**src/hdl/rar_pkg.sv**
```systemverilog
// shared types and constants for the rational arithmetic reduce block
`default_nettype none
package rar_pkg;
    localparam int OPERAND_WIDTH_DEF = 32;
    localparam int MAG_W = 64;

    typedef enum logic [1:0] {
        FUNC_ADD = 2'd0,
        FUNC_SUB = 2'd1,
        FUNC_MUL = 2'd2,
        FUNC_DIV = 2'd3
    } func_t;

    typedef enum logic [3:0] {
        ST_IDLE,
        ST_MUL1,
        ST_MUL2,
        ST_COMB,
        ST_GCD_INIT,
        ST_GCD_EVEN,
        ST_GCD_UODD,
        ST_GCD_LOOP,
        ST_DIV_NUM,
        ST_DIV_DEN,
        ST_DONE
    } state_t;

    typedef enum logic [3:0] {
        CMD_NONE,
        CMD_LOAD,
        CMD_MUL1,
        CMD_MUL2,
        CMD_COMB,
        CMD_GCD_INIT,
        CMD_GCD_EVEN,
        CMD_GCD_UODD,
        CMD_GCD_STEP,
        CMD_DIVN_START,
        CMD_DIV_STEP,
        CMD_DIVD_START,
        CMD_OUT
    } cmd_t;

    typedef struct packed {
        logic err;
        logic both_even;
        logic u_even;
        logic v_zero;
        logic div_last;
    } status_t;
endpackage
`default_nettype wire

```
**src/hdl/rar_ctrl.sv**
```systemverilog
// controller state machine sequencing products, gcd and the two divisions
`default_nettype none
module rar_ctrl
    import rar_pkg::*;
(
    input  wire logic    aclk,
    input  wire logic    aresetn,
    input  wire logic    start,
    input  wire logic    out_free,
    input  wire status_t stat,
    output cmd_t         cmd,
    output logic         busy
);
    state_t state_reg, state_next;

    always_ff @(posedge aclk) begin
        if (!aresetn) begin
            state_reg <= ST_IDLE;
        end else begin
            state_reg <= state_next;
        end
    end

    always_comb begin
        state_next = state_reg;
        cmd        = CMD_NONE;
        busy       = 1'b1;
        unique case (state_reg)
            ST_IDLE: begin
                busy = 1'b0;
                if (start) begin
                    cmd        = CMD_LOAD;
                    state_next = ST_MUL1;
                end
            end
            ST_MUL1: begin
                cmd        = CMD_MUL1;
                state_next = ST_MUL2;
            end
            ST_MUL2: begin
                cmd        = CMD_MUL2;
                state_next = ST_COMB;
            end
            ST_COMB: begin
                cmd        = CMD_COMB;
                state_next = ST_GCD_INIT;
            end
            ST_GCD_INIT: begin
                cmd        = CMD_GCD_INIT;
                state_next = stat.err ? ST_DONE : ST_GCD_EVEN;
            end
            ST_GCD_EVEN: begin
                if (stat.both_even) begin
                    cmd = CMD_GCD_EVEN;
                end else begin
                    state_next = ST_GCD_UODD;
                end
            end
            ST_GCD_UODD: begin
                if (stat.u_even) begin
                    cmd = CMD_GCD_UODD;
                end else begin
                    state_next = ST_GCD_LOOP;
                end
            end
            ST_GCD_LOOP: begin
                if (stat.v_zero) begin
                    cmd        = CMD_DIVN_START;
                    state_next = ST_DIV_NUM;
                end else begin
                    cmd = CMD_GCD_STEP;
                end
            end
            ST_DIV_NUM: begin
                if (stat.div_last) begin
                    cmd        = CMD_DIVD_START;
                    state_next = ST_DIV_DEN;
                end else begin
                    cmd = CMD_DIV_STEP;
                end
            end
            ST_DIV_DEN: begin
                cmd = CMD_DIV_STEP;
                if (stat.div_last) begin
                    state_next = ST_DONE;
                end
            end
            ST_DONE: begin
                if (out_free) begin
                    cmd        = CMD_OUT;
                    state_next = ST_IDLE;
                end
            end
            default: state_next = ST_IDLE;
        endcase
    end
endmodule
`default_nettype wire

```
**config.mk**
```make
export PLATFORM = sky130hd
export DESIGN_NAME = rar_ctrl
export DESIGN_NICKNAME = d
export VERILOG_FILES = /design/src/hdl/rar_pkg.sv /design/src/hdl/rar_ctrl.sv
export SDC_FILE = /design/constraint.sdc
export NUM_CORES = 1
export LEC_CHECK = 0
export ABC_AREA = 1
export BUFFER_PORTS_ARGS = -buffer_cell sky130_fd_sc_hd__buf_4
export CORE_MARGIN = 8
export CORE_UTILIZATION = 30
export DETAILED_ROUTE_END_ITERATION = 8
export PLACE_DENSITY = 0.52
export SETUP_SLACK_MARGIN = 0.3
export SYNTH_ARGS = -nofsm -noshare
export SYNTH_HDL_FRONTEND = slang
export SYNTH_SLANG_ARGS = --single-unit
```
**constraint.sdc**
```tcl
create_clock -name aclk -period 1.4 [get_ports aclk]
set_input_delay 0.14 -clock aclk [delete_from_list [all_inputs] [get_ports aclk]]
set_output_delay 0.14 -clock aclk [all_outputs]
set_load 0.1 [all_outputs]
```
======== Word-level counts from Yosys, hierarchy flattened ========
Cells that the tools add are included.
operators by class
  add/subtract/negate cells ............... 0
  multiply operators ...................... 0
  divide/modulo/power cells ............... 0
  order comparisons ....................... 0
  equality and inequality tests ........... 17
  shift operators ......................... 0
  multiplexer cells ....................... 17
  bitwise logic cells ..................... 0
  reduce and logical (&&, ||, !) cells .... 2
operators with widths
  kind                count
  $pmux 4 s11         2
  $mux 4              9
  $eq 4x3->1 const B  4
  $ne 2x2->1 const B  7
  $eq 4x4->1 const B  3
  $eq 4x2->1 const B  2
  $reduce_and 7->1    1
  $mux 3              2
  $eq 4x1->1 const B  1
  $logic_not 4->1     1
  $mux 1              4
storage, ports and cells
  register bits ........................... 4
  latch bits .............................. 0
  bits in writable memories ............... 0
  ROM bits ................................ 0
  bits of input ports ..................... 9
  output and inout port bits .............. 5
  word-level logic and storage cells ...... 37
  memories ................................ 0

======== Depth between registers and ports, before layout ========
Gate-level depths: netlist (run 1).
  depth after elaboration ................. 3
  gate-level depth with buffers ........... 9
  gate-level depth less buffers ........... 9

======== Least setup slack after synthesis (run 1) ========
No wires, ideal clock.
  path type ............................... reg-to-output
  from .................................... reg state_reg[1]
  to ...................................... out cmd[2]
  data arrival time ....................... 2.187 ns
  required time ........................... 1.260 ns
  path slack .............................. -0.927 ns
  stages on the path, launching flop included .. 4
  cell sequence ........................... dfxtp_1 > nor2_1 > inv_2 > o2111ai_1
between the ends
  cells in the longest elaborated chain, start to end .. 2
RTL lines
  what                                      RTL line        source
  start: declaration                        rar_ctrl.sv:14  state_t state_reg, state_next;
  start signal: assignment                  rar_ctrl.sv:20  state_reg <= state_next;
  $eq 4x4->1, or another cell as far along  rar_ctrl.sv:28  unique case (state_reg)
  $pmux 4 s11 (*)                           rar_ctrl.sv:28
  end: declaration                          rar_ctrl.sv:11  output cmd_t cmd,
Every way passes the cells marked *; elsewhere a longest branch is shown, timed or not.

======== Worst setup path after layout (run 1) ========
Ends and elaborated chain as after synthesis.

==> metrics.csv, run 1 <==
stage,metric,value,unit
sta,slew margin rel.,80.3,%
place,number of buffers added on ports,13,
min_path,HP Class,in -> reg,
flow_run,MaxCap Viol Count,0,
routing,WL per Instance,12.1,µm
synthesis,share of the synthesized area in the top cell type,20.5,%
critical_path,Critical Path End Type,primary output,
clock_network,htree depth,1,
critical_path,critical-path cell list,"inv_6, nor2_4, buf_4, nand3_2, o2111ai_4, buf_12",
routing,DRT iter0 DRCs,6,
synthesis,fraction of registers with async set/reset,0,%
routing,Vias,615,
synthesis,Post-Syn Area,439,µm²
clock_network,Sink Count,4,
critical_path,worst r2r src,state_reg[2]$_SDFFE_PN0P_,
routing,1st-pass router iterations,4,
synthesis,Synth area leaders,"nand2_1 21%, dfxtp_1 18%, nor2_2 11%, nor2_1 11%, nand3_1 6.8%",
global_route,largest net degree at the start of global routing,9,
sta,Slew Limit Fails,0,
synthesis,"Seq/Total Area, Yosys",18.2,%
die,Starting Density,30.6,%
clock_network,cts-stage hold buffer count,0,
global_route,GR Util All Layers,11.6,%
routing,via/cell ratio,4.84,
sta,final setup TNS,-350,ps
routing,Post-Route WL,1540,µm
critical_path,WS Path Type,reg -> out,
clock_network,Root Driver,clkbuf_4,
final_layout,final-stage net count,121,
final_layout,diodes inserted,0,
clock_network,Clock Latency Late Sink,240,ps
critical_path,Max stage delay on crit path,380,ps
critical_path,WP data arrival,1340,ps
critical_path,CP required,1260,ps
final_layout,share of cells above drive strength 1,73.0,%
place,placed insts,115,
sta,Final min period,1480,ps
die,IO Count,14,
place,post-place setup slack,-27.4,ps
clock_network,clock buffer depth,2,
global_route,initial antenna violation count,0,
clock_network,clock transition at the registers of the reported paths,40,ps
final_layout,Syn-to-layout area delta,118,%
critical_path,Critical Path Start,state_reg[1]$_SDFFE_PN0P_,
synthesis,Synth Flop Type,dfxtp_1,
synthesis,Netlist cell types,17,
synthesis,commonest cells in the synthesized netlist,"24 x nand2_1, 13 x nor2_1, 8 x inv_1, 8 x nor2_2, 6 x nand3_1",
clock_network,Num CTS Buffers,3,
min_path,Hold Crit Start,aresetn,
global_route,gr ovfl total,0,
sta,slew of the pin with the lowest slew margin,296,ps
synthesis,Syn Inst Count,79,
global_route,global-route wire length before repair,2500,µm
sta,Fin. Hold Viols,0,
outcome,failing checks,negative setup slack,
sta,Peak Freq,674,MHz
final_layout,Largest register FFs,4,
final_layout,non-filler instance count after layout,127,
sta,crit share post-route,106,%
synthesis,synthesized area per cell,5.56,µm²
global_route,vias in the first global route,635,
sta,RSZ-0062 raised after global routing,true,
synthesis,Post-Syn Nets,88,
sta,# setup viols final,9,
synthesis,top-count cell post-synth,nand2_1,
critical_path,CP startpoint kind,flip-flop,
synthesis,Yosys warning count,0,
sta,"Worst Setup Slack, final",-84.8,ps
clock_network,CTS tree,done,
die,core area,1440,µm²
synthesis,largest area contributor in the netlist,nand2_1,
place,GPL Wtd Cong,0.831,
critical_path,critical path's slowest cell,dfxtp_4,
die,# rows,14,
die,Die W,54.3,µm
critical_path,Max Fanout on Critical Path,4,
outcome,outcome,"complete, but fails checks",
routing,Residual DRC,0,
synthesis,number of synthesized flops with an enable pin,0,
routing,"antenna viol nets, final",0,
synthesis,Synth Register Bits,4,
place,dpl hpwl,1140,µm
critical_path,Worst R2R Setup Slack,-20,ps
sta,post-route clock skew,5.61,ps
die,die area,2940,µm²
die,Die H,54.3,µm
final timing paths:
kind	endpoint	cells past startpoint
max	cmd[2]	6
min	state_reg[0]$_SDFFE_PN0P_	3
max reg2reg	state_reg[0]$_SDFFE_PN0P_	11
min reg2reg	state_reg[1]$_SDFFE_PN0P_	4
cells in the final DEF (no fill, tap or decap), types with 2 or more instances in the layout:
cell,synthesis,layout
nand3_1,6,4
inv_1,8,6
nand3_2,0,2
inv_4,0,2
nor2_4,1,10
buf_12,0,5
nor2_2,8,8
nand2_2,2,12
nand2_1,24,10
nor2_1,13,4
nand2_4,1,4
clkbuf_4,0,3
dfxtp_4,0,4
buf_4,0,22
o211ai_1,2,2
inv_2,4,3
metal layers:
metal / global-route usage [%] / routed length, µm / vias up
li1: - / - / 315
met1: 10.8 / 589 / 288
met2: 23.1 / 868 / 10
met3: 1.09 / 64 / 2
met4: 7.38 / 15 / 0
met5: 0 / 0 / -
logic make-up after synthesis:
kind of cell           share of synthesized area [%]
buffers and inverters                           10.3
flip-flops                                      18.2
AO/OA/AOI/OAI                                   8.55
AND/OR/NAND/NOR                                 63.0
critical path, delay by kind of cell, from the launching register on:
kind	cells	cell delay, ps
compound gates	1	140
flops	1	380
simple gates	2	200
buf+inv	3	380
area by class of cell:
type                            count  area (µm²)
Clock buffer                        4        26.3
Fill cell                         131         479
Timing Repair Buffer               28         277
Inverter                           12        55.1
Multi-Input combinational cell     63         484
Sequential cell                     4        95.1
Tap cell                           16        20.0
timing repair:
item,in CTS,in global routing
pin swaps,12,9
buffers inserted,6,2
endpoints found under the setup margin,9,9
resized for setup,41,14
per-stage QoR:
stage                     instance area, µm²  util [%]  hold slack (ps)
final                                    957      66.6              149
after global routing                     957      66.6              156
after CTS                                895      62.3              149
after detailed placement                 659      45.9              401
after global placement                   659      45.9              395
after floorplan                          489         -              251
Power of run 1 is left out: the tool's default activity adds up to more than one toggle a clock period on the data nets, which glitch-free logic cannot reach.
==> run 2: changes to the inputs <==
- PLACE_DENSITY: 0.52 -> 0.54
- clock period: 1.4 -> 1.29 ns (I/O delays scaled with it)
==> metrics.csv, run 2 (synthesized netlist as in run 1, its figures left out) <==
stage,metric,value,unit,change
outcome,outcome,"complete, but fails checks",,
outcome,failing checks,negative setup slack,,
global_route,gr ovfl total,0,,unchanged
routing,Residual DRC,0,,unchanged
sta,Hold WS,144,ps,-4.34 ps
sta,RSZ-0062 raised after global routing,true,,
global_route,largest net degree at the start of global routing,9,,unchanged
critical_path,critical-path cell list,"inv_4, nand2_4, buf_6, nor2_4, nor2_2, nand4_1, buf_8",,
routing,WL per Instance,12.2,µm,+0.41%
die,Die H,54.3,µm,unchanged
critical_path,CP startpoint kind,flip-flop,,
critical_path,Crit path max-delay family,flip-flops,,
flow_run,MaxCap Viol Count,0,,unchanged
sta,crit share post-route,115,%,
routing,DRT iter0 DRCs,10,,+4
sta,Final min period,1490,ps,
final_layout,final-stage net count,131,,+8.3%
critical_path,CP required,1160,ps,-100 ps
place,number of buffers added on ports,13,,unchanged
final_layout,"commonest non-fill, non-tap cell in the layout",buf_4,,
die,core area,1440,µm²,unchanged
final_layout,diodes inserted,0,,unchanged
routing,Vias,644,,+4.7%
sta,post-route clock skew,2.37,ps,-3.24 ps
sta,slew margin rel.,77.0,%,-3.3 points
sta,Slew Limit Fails,0,,unchanged
sta,Peak Freq,673,MHz,
global_route,initial antenna violation count,0,,unchanged
critical_path,critical path's slowest cell,dfxtp_4,,
sta,final setup TNS,-1130,ps,-781 ps
die,# rows,14,,unchanged
place,dpl hpwl,1260,µm,+11%
final_layout,share of cells above drive strength 1,71.1,%,-1.9 points
clock_network,clock transition at the registers of the reported paths,40,ps,about the same
clock_network,htree depth,1,,unchanged
min_path,HP Class,in -> reg,,
sta,# setup viols final,9,,unchanged
clock_network,Clock Latency Late Sink,230,ps,about the same
critical_path,WP data arrival,1360,ps,+20 ps
global_route,global-route wire length before repair,2770,µm,+11%
die,Die W,54.3,µm,unchanged
clock_network,CTS tree,done,,
final_layout,most frequent cells in the layout,"31 x buf_4, 13 x nand2_1, 11 x nor2_4",,
die,die area,2940,µm²,unchanged
die,Starting Density,30.6,%,unchanged
sta,slew of the pin with the lowest slew margin,345,ps,+49.4 ps
critical_path,Max stage delay on crit path,380,ps,about the same
critical_path,WP buf/inv,3,,unchanged
final_layout,fillers,114,,-13%
critical_path,Critical Path End Type,primary output,,
global_route,vias in the first global route,660,,+3.9%
clock_network,Root Driver,clkbuf_4,,
place,GPL Wtd Cong,0.865,,+4.1%
routing,Post-Route WL,1670,µm,+8.3%
final_layout,Largest register FFs,4,,unchanged
critical_path,WS Path Type,reg -> out,,
die,IO Count,14,,unchanged
sta,"Worst Setup Slack, final",-197,ps,-112 ps
clock_network,cts-stage hold buffer count,0,,unchanged
clock_network,Sink Count,4,,unchanged
clock_network,Num CTS Buffers,3,,unchanged
final_layout,non-filler instance count after layout,137,,+7.9%
routing,via/cell ratio,4.70,,-2.9%
routing,1st-pass router iterations,4,,unchanged
critical_path,Max Fanout on Critical Path,4,,unchanged
clock_network,clock buffer depth,2,,unchanged
final_layout,Syn-to-layout area delta,133,%,
global_route,GR Util All Layers,12.7,%,+1.1 points
routing,"antenna viol nets, final",0,,unchanged
sta,Fin. Hold Viols,0,,unchanged
place,placed insts,127,,+10%
## run 2: layer usage
metal	global-route usage (%)	up-vias	wire length [µm]
met4	6.97	0	34
li1	-	335	-
met3	2.99	4	86
met5	0	-	0
met1	12.7	289	648
met2	23.5	16	898
## run 2: timing repair
action                     in CTS  in global routing
setup endpoints to repair       9                  9
gates resized for setup        43                  9
buffers inserted                6                  0
pin swaps                      11                  5
## run 2: metrics by stage
| step | util [%] | area, µm² | worst slack, ps |
|---|---|---|---|
| 5_1_grt | 71.3 | 1020 | -254 |
| 4_1_cts | 69.1 | 992 | -198 |
| 3_3_place_gp | 52.2 | 749 | -124 |
| 2_1_floorplan | - | 489 | -380 |
| 6_report | 71.3 | 1020 | -197 |
| 3_5_place_dp | 52.2 | 749 | -129 |
## run 2: final cells by class
cell class / instances / area (µm²) / share of cell area, %
clock buffers: 4 / 26.3 / 2.56
inverters: 12 / 52.6 / 5.13
repair buffers: 38 / 345 / 33.7
flip-flops and latches: 4 / 92.6 / 9.04
well taps: 16 / 20.0 / 1.95
multi-input cells: 63 / 488 / 47.6
## run 2: tightest hold or removal path, cell delays in order
cell and delay [ps]:
buf_4 120, nand2_2 60, nor2_2 30
## run 2: worst paths after layout
check / startpoint / endpoint / slack (ps) / cells after the start
worst max register to register: state_reg[2]$_SDFFE_PN0P_ / state_reg[1]$_SDFFE_PN0P_ / -70 / 9
worst min-delay path: aresetn / state_reg[3]$_SDFFE_PN0P_ / 140 / 3
worst min register to register: state_reg[2]$_SDFFE_PN0P_ / state_reg[2]$_SDFFE_PN0P_ / 700 / 5
worst max-delay path: state_reg[3]$_SDFFE_PN0P_ / cmd[0] / -200 / 7
Power of run 2 is left out for the same reason.
